==> src/tts_pkg.sv <==
// tts_pkg: shared types and constants for the character-cell terminal
// field widths, operation codes and the command flags passed between modules
// no dependencies
`timescale 1ns / 1ps
`default_nettype none

package tts_pkg;

    // default screen geometry
    localparam int DEF_COLUMNS = 70;
    localparam int DEF_ROWS    = 30;

    // beat field widths
    localparam int OP_W    = 3;
    localparam int CHAR_W  = 8;
    localparam int ROW_W   = 5;
    localparam int COL_W   = 7;
    localparam int INDEX_W = 12;

    // character that moves to the start of the next line
    localparam logic [CHAR_W-1:0] NEWLINE_CODE = 8'd10;

    // operation codes
    typedef enum logic [OP_W-1:0] {
        OP_PUT     = 3'd0,
        OP_BACK    = 3'd1,
        OP_SET_CUR = 3'd2,
        OP_SET_ROW = 3'd3,
        OP_SET_COL = 3'd4,
        OP_CLEAR   = 3'd5,
        OP_READ    = 3'd6,
        OP_NONE    = 3'd7
    } op_t;

    // effects of one accepted item, from the cursor unit to the sequencer
    typedef struct packed {
        logic wr_en;       // one cell write at the item
        logic rd_en;       // cell read, result follows the read data
        logic rd_hit;      // read index lies inside the screen
        logic sweep_start; // zero a run of cells after the item
    } tts_cmd_t;

endpackage

`default_nettype wire

==> src/tts_cursor.sv <==
// tts_cursor: cursor and scroll base registers, item decode and address mapping
// the screen is kept as a ring of rows; base_reg is the cell address of row 0
// depends on tts_pkg
`timescale 1ns / 1ps
`default_nettype none

module tts_cursor #(
    parameter int COLUMNS = tts_pkg::DEF_COLUMNS,
    parameter int ROWS    = tts_pkg::DEF_ROWS,
    localparam int CELLS  = COLUMNS * ROWS,
    localparam int AW     = $clog2(CELLS)
) (
    input  wire logic                         clk,
    input  wire logic                         rst_n,
    input  wire logic                         accept,
    input  wire logic [tts_pkg::OP_W-1:0]     op,
    input  wire logic [tts_pkg::CHAR_W-1:0]   char_code,
    input  wire logic [tts_pkg::ROW_W-1:0]    row_in,
    input  wire logic [tts_pkg::COL_W-1:0]    col_in,
    input  wire logic [tts_pkg::INDEX_W-1:0]  cell_index,
    output tts_pkg::tts_cmd_t                 cmd,
    output logic      [AW-1:0]                wr_addr,
    output logic      [tts_pkg::CHAR_W-1:0]   wr_data,
    output logic      [AW-1:0]                rd_addr,
    output logic      [AW-1:0]                sweep_first,
    output logic      [AW-1:0]                sweep_last,
    output logic      [tts_pkg::ROW_W-1:0]    row_next,
    output logic      [tts_pkg::COL_W-1:0]    col_next
);

    localparam int XW = (AW > tts_pkg::INDEX_W) ? AW : tts_pkg::INDEX_W;

    logic [tts_pkg::ROW_W-1:0] row_reg;
    logic [tts_pkg::COL_W-1:0] col_reg;
    logic [AW-1:0]             index_reg;
    logic [AW-1:0]             base_reg;

    logic [AW-1:0]             index_next;
    logic [AW-1:0]             base_next;
    logic [AW-1:0]             wr_log;
    logic [AW:0]               wr_sum;
    logic [AW:0]               rd_sum;
    logic [AW:0]               base_sum;
    logic [XW-1:0]             idx_ext;
    logic [tts_pkg::ROW_W-1:0] row_clamp;
    logic [tts_pkg::COL_W-1:0] col_clamp;
    logic                      newline;
    logic                      scroll;
    logic                      clear;

    // saturate requested coordinates to the screen
    assign row_clamp = (int'(row_in) >= ROWS) ? tts_pkg::ROW_W'(ROWS - 1) : row_in;
    assign col_clamp = (int'(col_in) >= COLUMNS) ? tts_pkg::COL_W'(COLUMNS - 1) : col_in;

    // item decode and next cursor
    always_comb
    begin
        row_next     = row_reg;
        col_next     = col_reg;
        newline      = 1'b0;
        scroll       = 1'b0;
        clear        = 1'b0;
        cmd.wr_en    = 1'b0;
        cmd.rd_en    = 1'b0;
        wr_data      = char_code;
        wr_log       = index_reg;
        case (op)
            tts_pkg::OP_PUT:
            begin
                if (char_code == tts_pkg::NEWLINE_CODE)
                begin
                    newline = 1'b1;
                end
                else
                begin
                    cmd.wr_en = 1'b1;
                    if (int'(col_reg) >= COLUMNS - 1)
                    begin
                        newline = 1'b1;
                    end
                    else
                    begin
                        col_next = col_reg + tts_pkg::COL_W'(1);
                    end
                end
            end
            tts_pkg::OP_BACK:
            begin
                cmd.wr_en = 1'b1;
                wr_data   = '0;
                if (col_reg != '0)
                begin
                    col_next = col_reg - tts_pkg::COL_W'(1);
                    wr_log   = index_reg - AW'(1);
                end
            end
            tts_pkg::OP_SET_CUR:
            begin
                row_next = row_clamp;
                col_next = col_clamp;
            end
            tts_pkg::OP_SET_ROW:
            begin
                row_next = row_clamp;
            end
            tts_pkg::OP_SET_COL:
            begin
                col_next = col_clamp;
            end
            tts_pkg::OP_CLEAR:
            begin
                row_next = '0;
                col_next = '0;
                clear    = 1'b1;
            end
            tts_pkg::OP_READ:
            begin
                cmd.rd_en = 1'b1;
            end
            default:
            begin
            end
        endcase

        // newline: next row, or scroll on the last row
        if (newline)
        begin
            col_next = '0;
            if (int'(row_reg) >= ROWS - 1)
            begin
                scroll   = 1'b1;
                row_next = tts_pkg::ROW_W'(ROWS - 1);
            end
            else
            begin
                row_next = row_reg + tts_pkg::ROW_W'(1);
            end
        end

        // read range check and zeroing run request
        cmd.rd_hit      = idx_ext < XW'(CELLS);
        cmd.sweep_start = scroll | clear;
    end

    // linear cursor index
    assign index_next = AW'(AW'(row_next) * AW'(COLUMNS)) + AW'(col_next);

    // scroll advances the ring by one row; clear resets the ring base to zero
    assign base_sum  = {1'b0, base_reg} + (AW + 1)'(COLUMNS);
    assign base_next = clear ? '0 :
                       !scroll ? base_reg :
                       (base_sum == (AW + 1)'(CELLS)) ? '0 : base_sum[AW-1:0];

    // logical to physical cell address
    assign wr_sum  = {1'b0, wr_log} + {1'b0, base_reg};
    assign wr_addr = (wr_sum >= (AW + 1)'(CELLS)) ? AW'(wr_sum - (AW + 1)'(CELLS))
                                                  : wr_sum[AW-1:0];

    assign idx_ext    = XW'(cell_index);
    assign rd_sum     = {1'b0, idx_ext[AW-1:0]} + {1'b0, base_reg};
    assign rd_addr    = (rd_sum >= (AW + 1)'(CELLS)) ? AW'(rd_sum - (AW + 1)'(CELLS))
                                                     : rd_sum[AW-1:0];

    // zeroing run: old top row on scroll, whole store on clear
    assign sweep_first     = clear ? '0 : base_reg;
    assign sweep_last      = clear ? AW'(CELLS - 1) : base_reg + AW'(COLUMNS - 1);

    // cursor state
    always_ff @(posedge clk or negedge rst_n)
    begin
        if (!rst_n)
        begin
            row_reg   <= '0;
            col_reg   <= '0;
            index_reg <= '0;
            base_reg  <= '0;
        end
        else if (accept)
        begin
            row_reg   <= row_next;
            col_reg   <= col_next;
            index_reg <= index_next;
            base_reg  <= base_next;
        end
    end

endmodule

`default_nettype wire
==> config.mk <==
export PLATFORM = sky130hd
export DESIGN_NAME = tts_cursor
export DESIGN_NICKNAME = d
export VERILOG_FILES = /design/src/tts_pkg.sv /design/src/tts_cursor.sv
export SDC_FILE = /design/constraint.sdc
export NUM_CORES = 1
export LEC_CHECK = 0
export ABC_AREA = 1
export BUFFER_PORTS_ARGS = -buffer_cell sky130_fd_sc_hd__buf_2
export CORE_MARGIN = 8
export CORE_UTILIZATION = 50
export DETAILED_ROUTE_END_ITERATION = 10
export PLACE_DENSITY = 0.72
export SLEW_MARGIN = 20
export SYNTH_ARGS = -nofsm -noshare
export SYNTH_HDL_FRONTEND = slang
export SYNTH_SLANG_ARGS = --single-unit
export TNS_END_PERCENT = 1
==> constraint.sdc <==
create_clock -name clk -period 5.35 [get_ports clk]
set_clock_uncertainty 0.2 [all_clocks]
set_input_delay 0.535 -clock clk [delete_from_list [all_inputs] [get_ports clk]]
set_output_delay 0.535 -clock clk [all_outputs]
set_load 0.02 [all_outputs]
## Word level (Yosys, flattened, before mapping)

Cells that the tools add are included.

| word-level totals | value |
|---|---|
| register bits after elaboration | 36 |
| output and inout port bits | 72 |

| operators by class | value |
|---|---|
| add/sub/neg operators | 11 |
| multipliers | 1 |
| magnitude comparators | 7 |
| eq/ne operators | 8 |
| multiplexer cells | 29 |
| bitwise logic cells | 1 |
| reductions and logical operators | 6 |

Operators with widths:

| kind | count |
|---|---|
| $mux 12 | 9 |
| $mux 7 | 5 |
| $pmux 7 s4 | 1 |
| $add 12x12->13 | 2 |
| $ge 13x12->1 const B | 2 |
| $sub 12x12->12 const B | 2 |
| $mux 5 | 3 |
| $ge 7x7->1 const B | 2 |
| $add 12x7->13 const B | 1 |
| $eq 13x12->1 const B | 1 |
| $add 12x7->12 | 1 |
| $add 12x7->12 const B | 1 |
| $lt 12x12->1 const B | 1 |
| $sub 12x1->12 const B | 1 |
| $mul 5x6->11 const B | 1 |
| $ge 5x5->1 const B | 2 |
| $pmux 5 s2 | 1 |
| $eq 3x3->1 const B | 3 |
| $eq 8x4->1 const B | 1 |
| $mux 1 | 8 |
| $mux 8 | 1 |
| $add 7x1->7 const B | 1 |
| $reduce_bool 7->1 | 1 |
| $sub 7x1->7 const B | 1 |
| other kinds (9) | 11 |

## Depth between registers and ports, before layout

| logic depth | value |
|---|---|
| depth after elaboration | 7 |
| mapped depth | 30 |
| mapped depth without buffers | 29 |

## Least setup slack after synthesis

OpenSTA, ideal clock, no wires.

| path | value |
|---|---|
| path type | flip-flop to flip-flop |
| start point | reg col_reg[1] (netlist bit) |
| end point | reg index_reg[11] |
| arrival | 4.047 ns |
| data required time | 5.032 ns |
| path slack | 0.985 ns |
| stages on the path, launching flop included | 26 |
| buffers on the path | 1 |
| clock period less this slack | 4.365 ns |
| cells stage by stage | dfrtp_1 > inv_1 > ha_1 > nor2_1 > nand3_1 > nand3_1 > nand2_2 > nand2_2 > buf_6 > inv_1 > nand2_1 > o21ai_0 > ha_1 > ha_1 > ha_1 > xor2_1 > ha_1 > nand2_1 > nor3_1 > a21oi_1 > nor2_1 > nand2_1 > nor2_2 > nand3_1 > nand3_1 > nand2_1 |

| between the ends | value |
|---|---|
| cells in the longest elaborated chain, start to end | 7 |

RTL lines:

| element | line | source |
|---|---|---|
| start: declaration | tts_cursor.sv:34 | `logic [tts_pkg::COL_W-1:0] col_reg;` |
| start signal: assignment | tts_cursor.sv:181 | `col_reg <= col_next;` |
| $ge 7x7->1 | tts_cursor.sv:77 | `if (int'(col_reg) >= COLUMNS - 1)` |
| $mux 1 | tts_cursor.sv:77 |  |
| $mux 1 | tts_cursor.sv:70 | `if (char_code == tts_pkg::NEWLINE_CODE)` |
| $mux 1 | tts_cursor.sv:67 | `case (op)` |
| $mux 5 | tts_cursor.sv:126 | `if (newline)` |
| net row_next, one bit | tts_cursor.sv:27 | `output logic [tts_pkg::ROW_W-1:0] row_next,` |
| $mul 5x6->11 | tts_cursor.sv:146 | `assign index_next = AW'(AW'(row_next) * AW'(COLUMNS)) + AW'(col_next);` |
| $add 12x7->12 | tts_cursor.sv:146 |  |
| end signal: assignment | tts_cursor.sv:182 | `index_reg <= index_next;` |
| end: declaration | tts_cursor.sv:35 | `logic [AW-1:0] index_reg;` |

The timed path passes the listed nets, and every way through them passes these cells.
A chain may end at the register's enable or synchronous reset.

## Worst setup path after layout

| path | value |
|---|---|
| start point | reg col_reg[0] (netlist bit) |
| end point | out wr_addr[3] |

| between the ends | value |
|---|---|
| cells in the longest elaborated chain, start to end | 6 |

RTL lines:

| element | line | source |
|---|---|---|
| $reduce_bool 7->1 (*) | tts_cursor.sv:91 | `if (col_reg != '0)` |
| $mux 12 (*) | tts_cursor.sv:91 |  |
| $mux 12 (*) | tts_cursor.sv:67 |  |
| $add 12x12->13 (*) | tts_cursor.sv:155 | `assign wr_sum = {1'b0, wr_log} + {1'b0, base_reg};` |
| $sub 12x12->12 / $ge 13x12->1 (equally long branches) | tts_cursor.sv:156 | `assign wr_addr = (wr_sum >= (AW + 1)'(CELLS)) ? AW'(wr_sum - (AW + 1)'(CELLS))` |
| $mux 12 (*) | tts_cursor.sv:156 |  |
| end: declaration | tts_cursor.sv:22 | `output logic [AW-1:0] wr_addr,` |

Mark *: on every way between the ends. The rest lies on a longest branch, timed or not.

==> reports/qor.csv <==
stage,metric,value,unit
status,outcome,finished clean,
timing,final slew viol count,0,
timing,Setup WS post-layout,0.465,ns
timing,max frequency,205,MHz
logic_synthesis,Synth top area share,0.190,
logic_synthesis,post-synthesis sequential area ratio,0.154,
die,die area,0.0147,mm^2
clocking,Sink Count,34,
logic_synthesis,list of most frequent post-synthesis cells,"nand2_1 (280), inv_1 (137), nor2_1 (90), nand3_1 (81), ha_1 (54)",
logic_synthesis,"Top FF cell, synth",dfrtp_1,
drt,drt pass-1 iters,5,
critical_path,Critical Path RT,4.62,ns
logic_synthesis,Cell variety after synth,48,
final_layout,final std cells w/o fill,1158,
clocking,hold_buf cts,0,
place,DP Cell Count,1150,
clocking,CTS-repair resized insts,0,
logic_synthesis,"EDFF count, synth",0,
final_layout,final instance area,0.00631,mm^2
critical_path,Setup crit end kind,primary output,
critical_path,max incr delay on CP,0.56,ns
pwr,Leakage Power,3.74,nW
drt,WL final,14500,um
clocking,Worst-Skew Late Latency,0.30,ns
timing,Slew @ Worst Pin,0.854,ns
drt,vias per inst,4.96,
die,Starting Density,0.511,
worst_hold_path,Hold Crit Class,primary input to asynchronous set/reset pin,
timing,WHS,0.134,ns
logic_synthesis,synthesized area per cell,6.03,um^2
logic_synthesis,Post-Syn Instances,916,
final_layout,P&R area growth vs syn,14.3,%
final_layout,final net count,1112,
critical_path,slowest CP cell,dfrtp_1,
place,port bufs,107,
run,max cap viols,0,
clocking,root buf cell,clkbuf_8,
logic_synthesis,Synth area leaders,"nand2_1 (19%), dfrtp_1 (15%), ha_1 (12%), inv_1 (9.3%), nand3_1 (7.3%)",
clocking,Max Root-Sink Buffers,2,
die,core box area,0.0108,mm^2
timing,Final min period,4.89,ns
logic_synthesis,Yosys reg bits,34,
grt,Tot GR Track Use,0.202,
clocking,H-tree levels,2,
grt,total gr overflow,0,
critical_path,Setup crit start kind,flop,
timing,final hold violation count,0,
critical_path,Worst R2R Setup Slack,0.81,ns
timing,Setup TNS,0,ns
drt,Wirelength per Cell,12.6,um
place,HPWL Detailed,12100,um
critical_path,Reg2Reg Depth,26,
timing,RSZ-0062 raised after global routing,false,
critical_path,Worst R2R End,index_reg[11],
clocking,CTS tree,yes,
place,Placement Setup Slack,0.758,ns
drt,via count,5749,
die,die height,121,um
place,placed cell areas,0.00617,mm^2
pwr,Peak VDD IR,434,uV
grt,first-pass GRT wire length,24700,um
logic_synthesis,Yosys Warn Count,0,
critical_path,r2r startpoint,col_reg[0],
die,Ports,110,
logic_synthesis,mapped cell area,0.00552,mm^2
critical_path,CP Data Arrival Time,4.15,ns
die,die width,121,um
logic_synthesis,"count leader, synth",nand2_1,
final_layout,area occupied by multi-input gates,0.00404,mm^2
critical_path,CP Max Fanout,10,
timing,Finish-stage setup viols,0,
final_layout,share of cells above drive strength 1,0.163,
pwr,PwrDens,508,mW/mm^2
drt,DRC viols,0,
final_layout,fill count,1120,
timing,crit share post-route,0.913,
timing,Slew HR,0.431,
drt,Post-DRT Antenna Nets,0,
critical_path,Setup Crit Path Kind,flop to primary output,
logic_synthesis,Synth area leader,nand2_1,
clocking,total setup buffers inserted after CTS,0,
final_layout,Sequential cell area,851,um^2
final_layout,Antenna Cells,0,
logic_synthesis,Synth async-reset ratio,1.00,
clocking,Inserted Clock Buffers,5,
die,cell row count,38,
clocking,"CTS clk-pin slew, worst paths",0.08,ns
place,GPL Wtd Cong,0.904,
grt,largest net degree at the start of global routing,35,
grt,vias in the first global route,5420,
drt,DRT iter0 DRCs,284,
grt,antenna violations before repair,0,
[power breakdown]
| part | switching [W] | internal [W] | leakage [nW] | total (W) |
|---|---|---|---|---|
| Clock | 0.000111 | 0.000187 | 0.0683 | 0.000298 |
| Combinational | 0.00158 | 0.000880 | 3.23 | 0.00246 |
| Sequential | 0.000125 | 0.000325 | 0.435 | 0.000450 |
[cell type report]
class,count,area share
flip-flops and latches,34,0.135
well taps,140,0.0278
inverters,141,0.0839
clock inverters,3,0.0109
repair buffers,112,0.0909
multi-input cells,723,0.641
clock buffers,5,0.0109
[worst max path at each step]
stage | from | to | slack, ns
5_1_grt | col_reg[0] | wr_addr[3] | 0.05
3_5_place_dp | col_reg[0] | wr_addr[3] | 0.76
4_1_cts | col_reg[0] | wr_addr[3] | 0.43
2_1_floorplan | col_reg[1] | index_reg[11] | 0.98
6_report | col_reg[0] | wr_addr[3] | 0.46
3_3_place_gp | col_reg[0] | wr_addr[2] | 0.76
[placed cells by master, fill, tap and decap left out, drive strengths merged]
cell type / instances
a21o: 2
a21oi: 27
a22oi: 3
a31oi: 3
and2: 2
and3: 1
buf: 112
bufinv: 2
clkbuf: 5
clkinv: 1
conb: 3
dfrtp: 34
fa: 3
ha: 54
inv: 141
nand2: 301
nand3: 85
nand3b: 7
nand4: 12
nor2: 97
nor3: 6
nor3b: 1
nor4: 3
o2111ai: 2
o211a: 1
o21a: 1
o21ai: 44
o21bai: 2
o22ai: 1
o31ai: 6
o41ai: 2
or2: 3
or3: 1
xnor2: 13
xor2: 37
[stage by stage]
step	power [W]	utilization
2_1_floorplan	0.00233	-
4_1_cts	0.00322	0.584
3_3_place_gp	0.00290	0.572
6_report	0.00320	0.584
3_5_place_dp	0.00292	0.572
5_1_grt	0.00356	0.584
[cells by family (layout without fill, tap and decap cells)]
kind of cell             Yosys count  count (layout)  synth area share
XOR/XNOR                          50              50            0.0841
other                              2               3           0.00136
AND/OR/NAND/NOR                  519             519             0.412
flip-flops                        34              34             0.154
adder cells (fa/ha/maj)           57              57             0.133
AO/OA/AOI/OAI                     94              94             0.101
buffers and inverters            160             261             0.114
[critical path, delay by kind of cell (launching register included)]
kind / cells / cell delay (ns)
buffers and inverters: 6 / 0.87
adder cells (fa/ha/maj): 3 / 0.76
XOR/XNOR: 2 / 0.30
AND/OR/NAND/NOR: 15 / 1.36
flip-flops: 1 / 0.56
[per-layer routing]
| metal | GRT usage | up-vias | part of all wire |
|---|---|---|---|
| met3 | 0.0358 | 15 | 0.048 |
| met4 | 0.0453 | 0 | 0.014 |
| met5 | 0 | - | 0 |
| li1 | - | 3104 | - |
| met2 | 0.344 | 101 | 0.46 |
| met1 | 0.258 | 2529 | 0.47 |
(Power assumes the default switching activity.)
